$ cat src/schn_pkg.sv
package schn_pkg;

  // Register file layout
  localparam int unsigned CfgIdxW   = 2;
  localparam int unsigned CfgDataW  = 64;
  localparam int unsigned HashW     = 64;
  localparam int unsigned ByteW     = 8;
  localparam int unsigned HashBitsW = 7;

  typedef enum logic [CfgIdxW-1:0] {
    CFG_SALT      = 2'd0,
    CFG_POLY      = 2'd1,
    CFG_HASH_BITS = 2'd2
  } cfg_reg_e;

  // Reset values of the configuration registers
  localparam logic [HashW-1:0]     SaltReset     = 64'h0000_0000_0000_0001;
  localparam logic [HashW-1:0]     PolyReset     = 64'hC96C_5795_D787_0F42;
  localparam logic [HashBitsW-1:0] HashBitsReset = 7'd28;

  typedef logic [HashW-1:0] hash_t;
  typedef logic [ByteW-1:0] byte_t;

  // CRC of one byte: eight reflected shift/XOR steps with the given polynomial
  function automatic hash_t byte_crc(input byte_t idx, input hash_t poly);
    hash_t v;
    v = {{(HashW-ByteW){1'b0}}, idx};
    for (int k = 0; k < ByteW; k++) begin
      v = (v >> 1) ^ (v[0] ? poly : '0);
    end
    return v;
  endfunction

  // One full CRC-64 byte update of the running value
  function automatic hash_t crc_update(input hash_t crc, input byte_t b, input hash_t poly);
    return (crc >> ByteW) ^ byte_crc(crc[ByteW-1:0] ^ b, poly);
  endfunction

  // Keep only the top hash_bits bits; 64 and above keep everything
  function automatic hash_t keep_mask(input logic [HashBitsW-1:0] hb);
    hash_t m;
    if (hb >= HashBitsW'(HashW)) begin
      m = '1;
    end else begin
      m = ~({HashW{1'b1}} >> hb);
    end
    return m;
  endfunction

endpackage

$ cat src/salted_crc64_name_hash.sv
// Salted CRC-64 name hash, one name byte per request.
// A terminating zero byte is held in the input register, and its hash is then written into
// the result register; the byte waits while an untaken hash blocks the result register.
// Throughput: one byte per cycle while no end of name is blocked; the eight CRC bit steps
// sit in one stage between the input register and the running-value register.
// Reset: salt = 1, polynomial = 0xC96C5795D7870F42, hash_bits = 28, running
// value = 1, input and output stages empty.
module salted_crc64_name_hash (
  input  logic                               clk_i,
  input  logic                               rst_ni,
  // Name byte channel
  input  logic                               in_valid_i,
  output logic                               in_stall_o,
  input  logic [schn_pkg::ByteW-1:0]         name_byte_i,
  // Hash channel
  output logic                               out_valid_o,
  input  logic                               out_stall_i,
  output logic [schn_pkg::HashW-1:0]         hash_value_o,
  // Configuration write port
  input  logic                               cfg_we_i,
  input  logic [schn_pkg::CfgIdxW-1:0]       cfg_index_i,
  input  logic [schn_pkg::CfgDataW-1:0]      cfg_data_i
);
  import schn_pkg::*;

  hash_t                 salt_q, poly_q;
  logic [HashBitsW-1:0]  hash_bits_q;
  hash_t                 crc_q, crc_d;
  logic                  s1_valid_q, s1_valid_d;
  byte_t                 s1_byte_q;
  logic                  out_valid_q, out_valid_d;
  hash_t                 out_hash_q, out_hash_d;
  logic                  out_free;
  logic                  s1_fire;
  logic                  s1_end;
  logic                  in_accept;

  // Handshake control
  assign out_free   = !out_valid_q || !out_stall_i;
  assign s1_end     = (s1_byte_q == '0);
  assign s1_fire    = s1_valid_q && (!s1_end || out_free);
  assign in_stall_o = s1_valid_q && !s1_fire;
  assign in_accept  = in_valid_i && !in_stall_o;

  // Configuration registers
  always_ff @(posedge clk_i or negedge rst_ni) begin
    if (!rst_ni) begin
      salt_q      <= SaltReset;
      poly_q      <= PolyReset;
      hash_bits_q <= HashBitsReset;
    end else if (cfg_we_i) begin
      unique case (cfg_index_i)
        CFG_SALT:      salt_q      <= cfg_data_i;
        CFG_POLY:      poly_q      <= cfg_data_i;
        CFG_HASH_BITS: hash_bits_q <= cfg_data_i[HashBitsW-1:0];
        default: ;
      endcase
    end
  end

  // Input stage
  assign s1_valid_d = in_accept || (s1_valid_q && !s1_fire);

  always_ff @(posedge clk_i or negedge rst_ni) begin
    if (!rst_ni) begin
      s1_valid_q <= 1'b0;
    end else begin
      s1_valid_q <= s1_valid_d;
    end
  end

  always_ff @(posedge clk_i) begin
    if (in_accept) begin
      s1_byte_q <= name_byte_i;
    end
  end

  // Running value: CRC update on a nonzero byte, salt reload at end of name, new salt on a salt write
  always_comb begin
    crc_d = crc_q;
    if (cfg_we_i && cfg_index_i == CFG_SALT) begin
      crc_d = cfg_data_i;
    end else if (s1_fire) begin
      crc_d = s1_end ? salt_q : crc_update(crc_q, s1_byte_q, poly_q);
    end
  end

  always_ff @(posedge clk_i or negedge rst_ni) begin
    if (!rst_ni) begin
      crc_q <= SaltReset;
    end else begin
      crc_q <= crc_d;
    end
  end

  // Result register
  always_comb begin
    out_valid_d = out_valid_q && out_stall_i;
    out_hash_d  = out_hash_q;
    if (s1_fire && s1_end) begin
      out_valid_d = 1'b1;
      out_hash_d  = crc_q & keep_mask(hash_bits_q);
    end
  end

  always_ff @(posedge clk_i or negedge rst_ni) begin
    if (!rst_ni) begin
      out_valid_q <= 1'b0;
    end else begin
      out_valid_q <= out_valid_d;
    end
  end

  always_ff @(posedge clk_i) begin
    out_hash_q <= out_hash_d;
  end

  assign out_valid_o  = out_valid_q;
  assign hash_value_o = out_hash_q;

  // Checks
  a_reload_salt: assert property (@(posedge clk_i) disable iff (!rst_ni)
    s1_fire && s1_end && !cfg_we_i |=> crc_q == $past(salt_q))
    else $error("running value not reloaded with salt after end of name");

  a_end_gives_result: assert property (@(posedge clk_i) disable iff (!rst_ni)
    s1_fire && s1_end |=> out_valid_q)
    else $error("end of name produced no result");

  a_byte_no_result: assert property (@(posedge clk_i) disable iff (!rst_ni)
    s1_fire && !s1_end && out_free |=> !out_valid_q)
    else $error("nonzero byte produced a result");

  a_stall_needs_item: assert property (@(posedge clk_i) disable iff (!rst_ni)
    in_stall_o |-> s1_valid_q && s1_end && !out_free)
    else $error("input stalled without a blocked end of name");

endmodule

$ cat config.mk
export PLATFORM = sky130hd
export DESIGN_NAME = salted_crc64_name_hash
export DESIGN_NICKNAME = d
export VERILOG_FILES = /design/src/schn_pkg.sv /design/src/salted_crc64_name_hash.sv
export SDC_FILE = /design/constraint.sdc
export NUM_CORES = 1
export LEC_CHECK = 0
export ABC_CLOCK_PERIOD_IN_PS = 6200
export BUFFER_PORTS_ARGS = -buffer_cell sky130_fd_sc_hd__buf_4
export CAP_MARGIN = 40
export CORE_UTILIZATION = 60
export DETAILED_ROUTE_END_ITERATION = 7
export PLACE_DENSITY = 0.88
export SETUP_SLACK_MARGIN = 0.3
export SLEW_MARGIN = 15
export SYNTH_ARGS = -nofsm -noshare
export SYNTH_HDL_FRONTEND = slang
export SYNTH_SLANG_ARGS = --single-unit
$ cat constraint.sdc
create_clock -name clk_i -period 6.2 [get_ports clk_i]
set_input_delay 0.62 -clock clk_i [delete_from_list [all_inputs] [get_ports clk_i]]
set_output_delay 0.62 -clock clk_i [all_outputs]
set_load 0.01 [all_outputs]
# [After elaboration in Yosys (flattened, before gate mapping)]
# Cells that the tools add are included.
[totals] in_bits=79 elab_cells=58 out_inout_bits=66 register_bits=273
[classes] magnitude_cmp=1 n_eq_ne=2 n_mux=14 bitwise_logic=12 reduce_logical=20 shifts=1
[ops] cell="64-bit two-way mux" count=13
[ops] cell="63-bit by 64-bit XOR with 64-bit output" count=7
[ops] cell="64-bit AND" count=1
[ops] cell="64-bit NOT" count=1
[ops] cell="64-bit by 7-bit >> shifter with 64-bit output, first input constant" count=1
[ops] cell="56-bit by 64-bit XOR with 64-bit output" count=1
[ops] cell="7-bit by 64-bit XOR with 64-bit output" count=1
[ops] cell="8-bit logical NOT" count=1
[ops] cell="8-bit XOR" count=1
[ops] cell="7-bit >= comparator, second input constant" count=1
[ops] cell="1-bit logical AND" count=6
[ops] cell="2-bit AND reduction" count=3
[ops] cell="1-bit logical NOT" count=5
[ops] cell="1-bit logical OR" count=3
[ops] cell="2-bit by 1-bit == test with 1-bit output, second input constant" count=1
[ops] cell="2-bit == test, second input constant" count=1
[ops] cell="2-bit logical NOT" count=1
[ops] cell="2-bit nonzero test" count=1
[ops] cell="1-bit two-way mux" count=1

# [Depth between registers and ports, before layout]
[depth] word_depth=21 depth_mapped=17 mapped_depth_nobuf=13

# [Least setup slack after synthesis]
# No wires, ideal clock.
[synth_timing] path_kind="register to register" from="reg s1_byte_q[0]" to="reg crc_q[59]" path_stages_with_launch=10 setup_time_ps=83 required_time_ps=6117 synth_period_minus_slack_ps=5414 arrival_time_ps=5331 slack_ps=786 cell_sequence="edfxtp_1 nor4_1 and2_1 nand2_1 a21oi_1 and2_1 clkbuf_1 clkbuf_1 a222oi_1 o21ai_0"
[synth_via] elab_chain_len=21 word_cells_on_any_way=26 cone_classes="mux: 11; bitwise: 10; reduce/logical: 5"
[synth_lines] element="start: declaration" line="salted_crc64_name_hash.sv:30" source="byte_t s1_byte_q;"
[synth_lines] element="start signal: assignment" line="salted_crc64_name_hash.sv:74" source="s1_byte_q <= name_byte_i;"
[synth_lines] element="8-bit XOR" line="schn_pkg.sv:36" source="return (crc >> ByteW) ^ byte_crc(crc[ByteW-1:0] ^ b, poly);"
[synth_lines] element="64-bit two-way mux" line="schn_pkg.sv:29" source="v = (v >> 1) ^ (v[0] ? poly : '0);"
[synth_lines] element="7-bit by 64-bit XOR with 64-bit output" line="schn_pkg.sv:29"
[synth_lines] element="64-bit two-way mux" line="schn_pkg.sv:29"
[synth_lines] element="63-bit by 64-bit XOR with 64-bit output" line="schn_pkg.sv:29"
[synth_lines] element="64-bit two-way mux" line="schn_pkg.sv:29"
[synth_lines] element="63-bit by 64-bit XOR with 64-bit output" line="schn_pkg.sv:29"
[synth_lines] element="64-bit two-way mux" line="schn_pkg.sv:29"
[synth_lines] element="[... 5 more ...]"
[synth_lines] element="64-bit two-way mux" line="schn_pkg.sv:29"
[synth_lines] element="63-bit by 64-bit XOR with 64-bit output" line="schn_pkg.sv:29"
[synth_lines] element="64-bit two-way mux" line="schn_pkg.sv:29"
[synth_lines] element="63-bit by 64-bit XOR with 64-bit output" line="schn_pkg.sv:29"
[synth_lines] element="56-bit by 64-bit XOR with 64-bit output" line="schn_pkg.sv:36"
[synth_lines] element="64-bit two-way mux" line="salted_crc64_name_hash.sv:84" source="crc_d = s1_end ? salt_q : crc_update(crc_q, s1_byte_q, poly_q);"
[synth_lines] element="64-bit two-way mux" line="salted_crc64_name_hash.sv:83" source="end else if (s1_fire) begin"
[synth_lines] element="64-bit two-way mux" line="salted_crc64_name_hash.sv:81" source="if (cfg_we_i && cfg_index_i == CFG_SALT) begin"
[synth_lines] element="end signal: assignment" line="salted_crc64_name_hash.sv:90" source="crc_q <= SaltReset;"
[synth_lines] element="end signal: assignment" line="salted_crc64_name_hash.sv:92" source="crc_q <= crc_d;"
[synth_lines] element="end: declaration" line="salted_crc64_name_hash.sv:28" source="hash_t crc_q, crc_d;"
# Parallel ways exist; a longest one is shown, timed or not. The select of a mux whose other input is x is not followed.
# A chain may end at the register's enable or synchronous reset.

# [Worst setup path after layout]
[layout_timing] from="reg crc_q[0]" to="reg crc_q[4]"
[layout_via] elab_chain_len=21
[layout_lines] element="8-bit XOR (*)" line="schn_pkg.sv:36"
[layout_lines] element="64-bit two-way mux (*)" line="schn_pkg.sv:29"
[layout_lines] element="7-bit by 64-bit XOR with 64-bit output (*)" line="schn_pkg.sv:29"
[layout_lines] element="64-bit two-way mux" line="schn_pkg.sv:29"
[layout_lines] element="63-bit by 64-bit XOR with 64-bit output (*)" line="schn_pkg.sv:29"
[layout_lines] element="64-bit two-way mux" line="schn_pkg.sv:29"
[layout_lines] element="63-bit by 64-bit XOR with 64-bit output (*)" line="schn_pkg.sv:29"
[layout_lines] element="64-bit two-way mux" line="schn_pkg.sv:29"
[layout_lines] element="[... 5 more ...]"
[layout_lines] element="64-bit two-way mux" line="schn_pkg.sv:29"
[layout_lines] element="63-bit by 64-bit XOR with 64-bit output (*)" line="schn_pkg.sv:29"
[layout_lines] element="64-bit two-way mux" line="schn_pkg.sv:29"
[layout_lines] element="63-bit by 64-bit XOR with 64-bit output (*)" line="schn_pkg.sv:29"
[layout_lines] element="56-bit by 64-bit XOR with 64-bit output (*)" line="schn_pkg.sv:36"
[layout_lines] element="64-bit two-way mux (*)" line="salted_crc64_name_hash.sv:84"
[layout_lines] element="64-bit two-way mux (*)" line="salted_crc64_name_hash.sv:83"
[layout_lines] element="64-bit two-way mux (*)" line="salted_crc64_name_hash.sv:81"
# Every way passes the cells marked *; elsewhere a longest branch is shown, timed or not. The select of a mux whose other input is x is not followed.

==> flow_summary.json <==
{
  "utilization_pct": 68.8,
  "initial_core_util_pct": 61.3,
  "antenna_found_initial": 0,
  "fp.coreArea_sq_um": 30700,
  "grt_start_max_net_pins": 72,
  "synth_seq_cells": 273,
  "gr-total-overflow": 0,
  "first_global_vias": 15800,
  "die_h_um": 179,
  "nets": 2179,
  "reg2reg_from": "crc_q[0]",
  "vias": 16000,
  "ys_top_cells_by_count": "717 x nand2_1, 261 x xnor2_1, 163 x dfrtp_1",
  "dieArea_sq_um": 32200,
  "finalCritPeriodShare_pct": 82.6,
  "critPathCaptureType": "flop",
  "rows": 64,
  "drt_wl_total_um": 53900,
  "r2r_end": "crc_q[4]",
  "violations": "design-rule violations",
  "placed_cell_area_sq_um": 20100,
  "clkLatencyLatePin_ps": 570,
  "post-dp-hpwl_um": 35400,
  "fin_crit_ps": 5120,
  "path_class": "reg2reg",
  "root_buffer": "clkbuf_16",
  "max-clock-path-buffers": 3,
  "cts_resized": 0,
  "hold_buffers": 0,
  "start_kind": "flop",
  "antenna_cells": 0,
  "synthFlopType": "dfrtp_1",
  "yosysTopAreaCell": "dfrtp_1",
  "synth_area_sq_um": 18900,
  "cts_tree": "yes",
  "rsz0062_at_grt": "no",
  "synth_top_area_share_pct": 21.6,
  "via_per_inst": 6.34,
  "syn_nets": 2156,
  "final_layout_size_suffix_gt1_share_pct": 17.0,
  "port_buffers": 144,
  "cp_max_fo": 35,
  "globalplace.congestion": 0.930,
  "design_area_sq_um": 21200,
  "fin_setup_tns_ps": 0,
  "drc_errors": 14,
  "drt_iter0_drc": 2405,
  "ys_top_cells_by_area": "dfrtp_1 22%, nand2_1 14%, xnor2_1 12%, edfxtp_1 11%, xnor3_1 7.3%",
  "async_flop_share_pct": 73.6,
  "hold_violations": 0,
  "cap_viol_max_count": 0,
  "skew_ps": 15.2,
  "grt_pass1_wl_um": 85000,
  "slew_violations": 0,
  "ys_seq_area_share_pct": 38.4,
  "synth_edf_count": 72,
  "reg2reg_depth": 16,
  "htree_levels": 1,
  "yosysMostFrequentCell": "nand2_1",
  "synth_cells": 2077,
  "ant_nets": 0,
  "synth_area_per_cell_sq_um": 9.08,
  "synthToLayoutAreaGrowth_pct": 12.1,
  "cts_num_sinks": 273,
  "outcome": "finished, violations left",
  "ys_types": 63,
  "fmax_ghz": 0.195,
  "cts_setup_buffers": 0,
  "yosys_warnings": 0,
  "track_usage_pct": 33.9,
  "slew_headroom_pct": 35.8,
  "path_clk_slew_ps": 60,
  "r2r_slack_ps": 1080,
  "wire_per_inst_um": 21.4,
  "boundaryPins": 145,
  "worstMarginPinSlew_ps": 963,
  "arrival_ps": 5600,
  "die_w_um": 179,
  "setup_violations": 0,
  "cts_buffers": 30,
  "cp.required_ps": 6680,
  "first_pass_iters": 8,
  "hold_path_class": "in2async"
}
-- critical path, cell delays in order, from the launching register on --
cell and delay, ps:
dfstp_2 620, xor2_4 170, buf_4 390, xnor2_1 240, o311ai_0 410, a21oi_1 150, o221ai_1 200, buf_4 250
mux2_2 360, or3_1 410, and2_1 300, a311oi_4 410, xor2_4 190, buf_4 400, nand2_1 150, xor2_1 190
o21ai_0 180
-- per-layer routing --
metal	up-vias	wire, um	share of wire (%)	global-route usage (%)
li1	6921	-	-	-
met1	7792	20200	38	44.1
met2	1037	24700	46	53.0
met3	231	5840	11	7.21
met4	0	3170	5.9	18.8
met5	-	0	0	0
-- placed cells by master (no fill, tap or decap), types with 7 or more instances in the layout --
master,synthesis,final
nor2b_1,12,11
a21boi_0,15,15
xnor3_1,61,61
nor4_1,7,7
dfstp_2,38,38
a21oi_1,36,34
mux2_2,74,74
o21ai_0,31,31
and2_1,17,14
inv_1,8,8
nand2_1,717,717
o21ai_1,55,55
clkbuf_1,147,8
nand3_1,14,13
a222oi_1,63,63
buf_4,1,168
xor2_1,115,114
nor2_1,33,33
clkbuf_16,0,31
o21a_1,16,16
edfxtp_1,72,72
xnor2_1,261,260
dfrtp_1,163,163
-- how the worst max path moves through the flow --
| stage | start | endpoint | slack (ps) |
|---|---|---|---|
| after global routing | crc_q[0] | crc_q[1] | 870 |
| final | crc_q[0] | crc_q[4] | 1080 |
| after CTS | crc_q[0] | crc_q[4] | 1220 |
| after global placement | s1_byte_q[0] | crc_q[2] | 1380 |
| after floorplan | s1_byte_q[0] | crc_q[59] | 790 |
| after detailed placement | crc_q[0] | crc_q[0] | 1290 |
-- final cells by class --
class / count / area [sq um]
Inverter: 9 / 33.8
Timing Repair Buffer: 178 / 1450
Clock buffer: 42 / 847
Fill cell: 2215 / 9600
Tap cell: 396 / 495
Multi-Input combinational cell: 1608 / 10900
Clock inverter: 14 / 166
Sequential cell: 273 / 7240
-- per-stage QoR --
stage	std cells	setup WS (ps)	hold WS, ps
floorplan	2077	786	324
global placement	2456	1380	448
detailed placement	2462	1290	463
CTS	2518	1220	76.7
global route	2520	868	96.3
finish	2520	1080	36.6
-- flip-flops by register name, indices dropped and copies added, names as in the netlist --
signal        cells
out_valid_o       1
hash_bits_q       7
s1_valid_q        1
crc_q            64
s1_byte_q         8
salt_q           64
poly_q           64
hash_value_o     64
-- cells by family (layout without fill, tap and decap cells) --
group                     after synthesis  after routing  share of synthesized area [%]
and+or+nand+nor                       829            829                           17.5
xor gates and xnor gates              446            446                           25.7
DFF                                   273            273                           38.4
AOI/OAI and AO/OA                     257            257                           9.67
buffers and inverters                 196            243                           4.25
muxes                                  76             76                           4.52
Power is not shown: default switching activity piles up to over one toggle a cycle in this logic, so the estimate is an artifact.
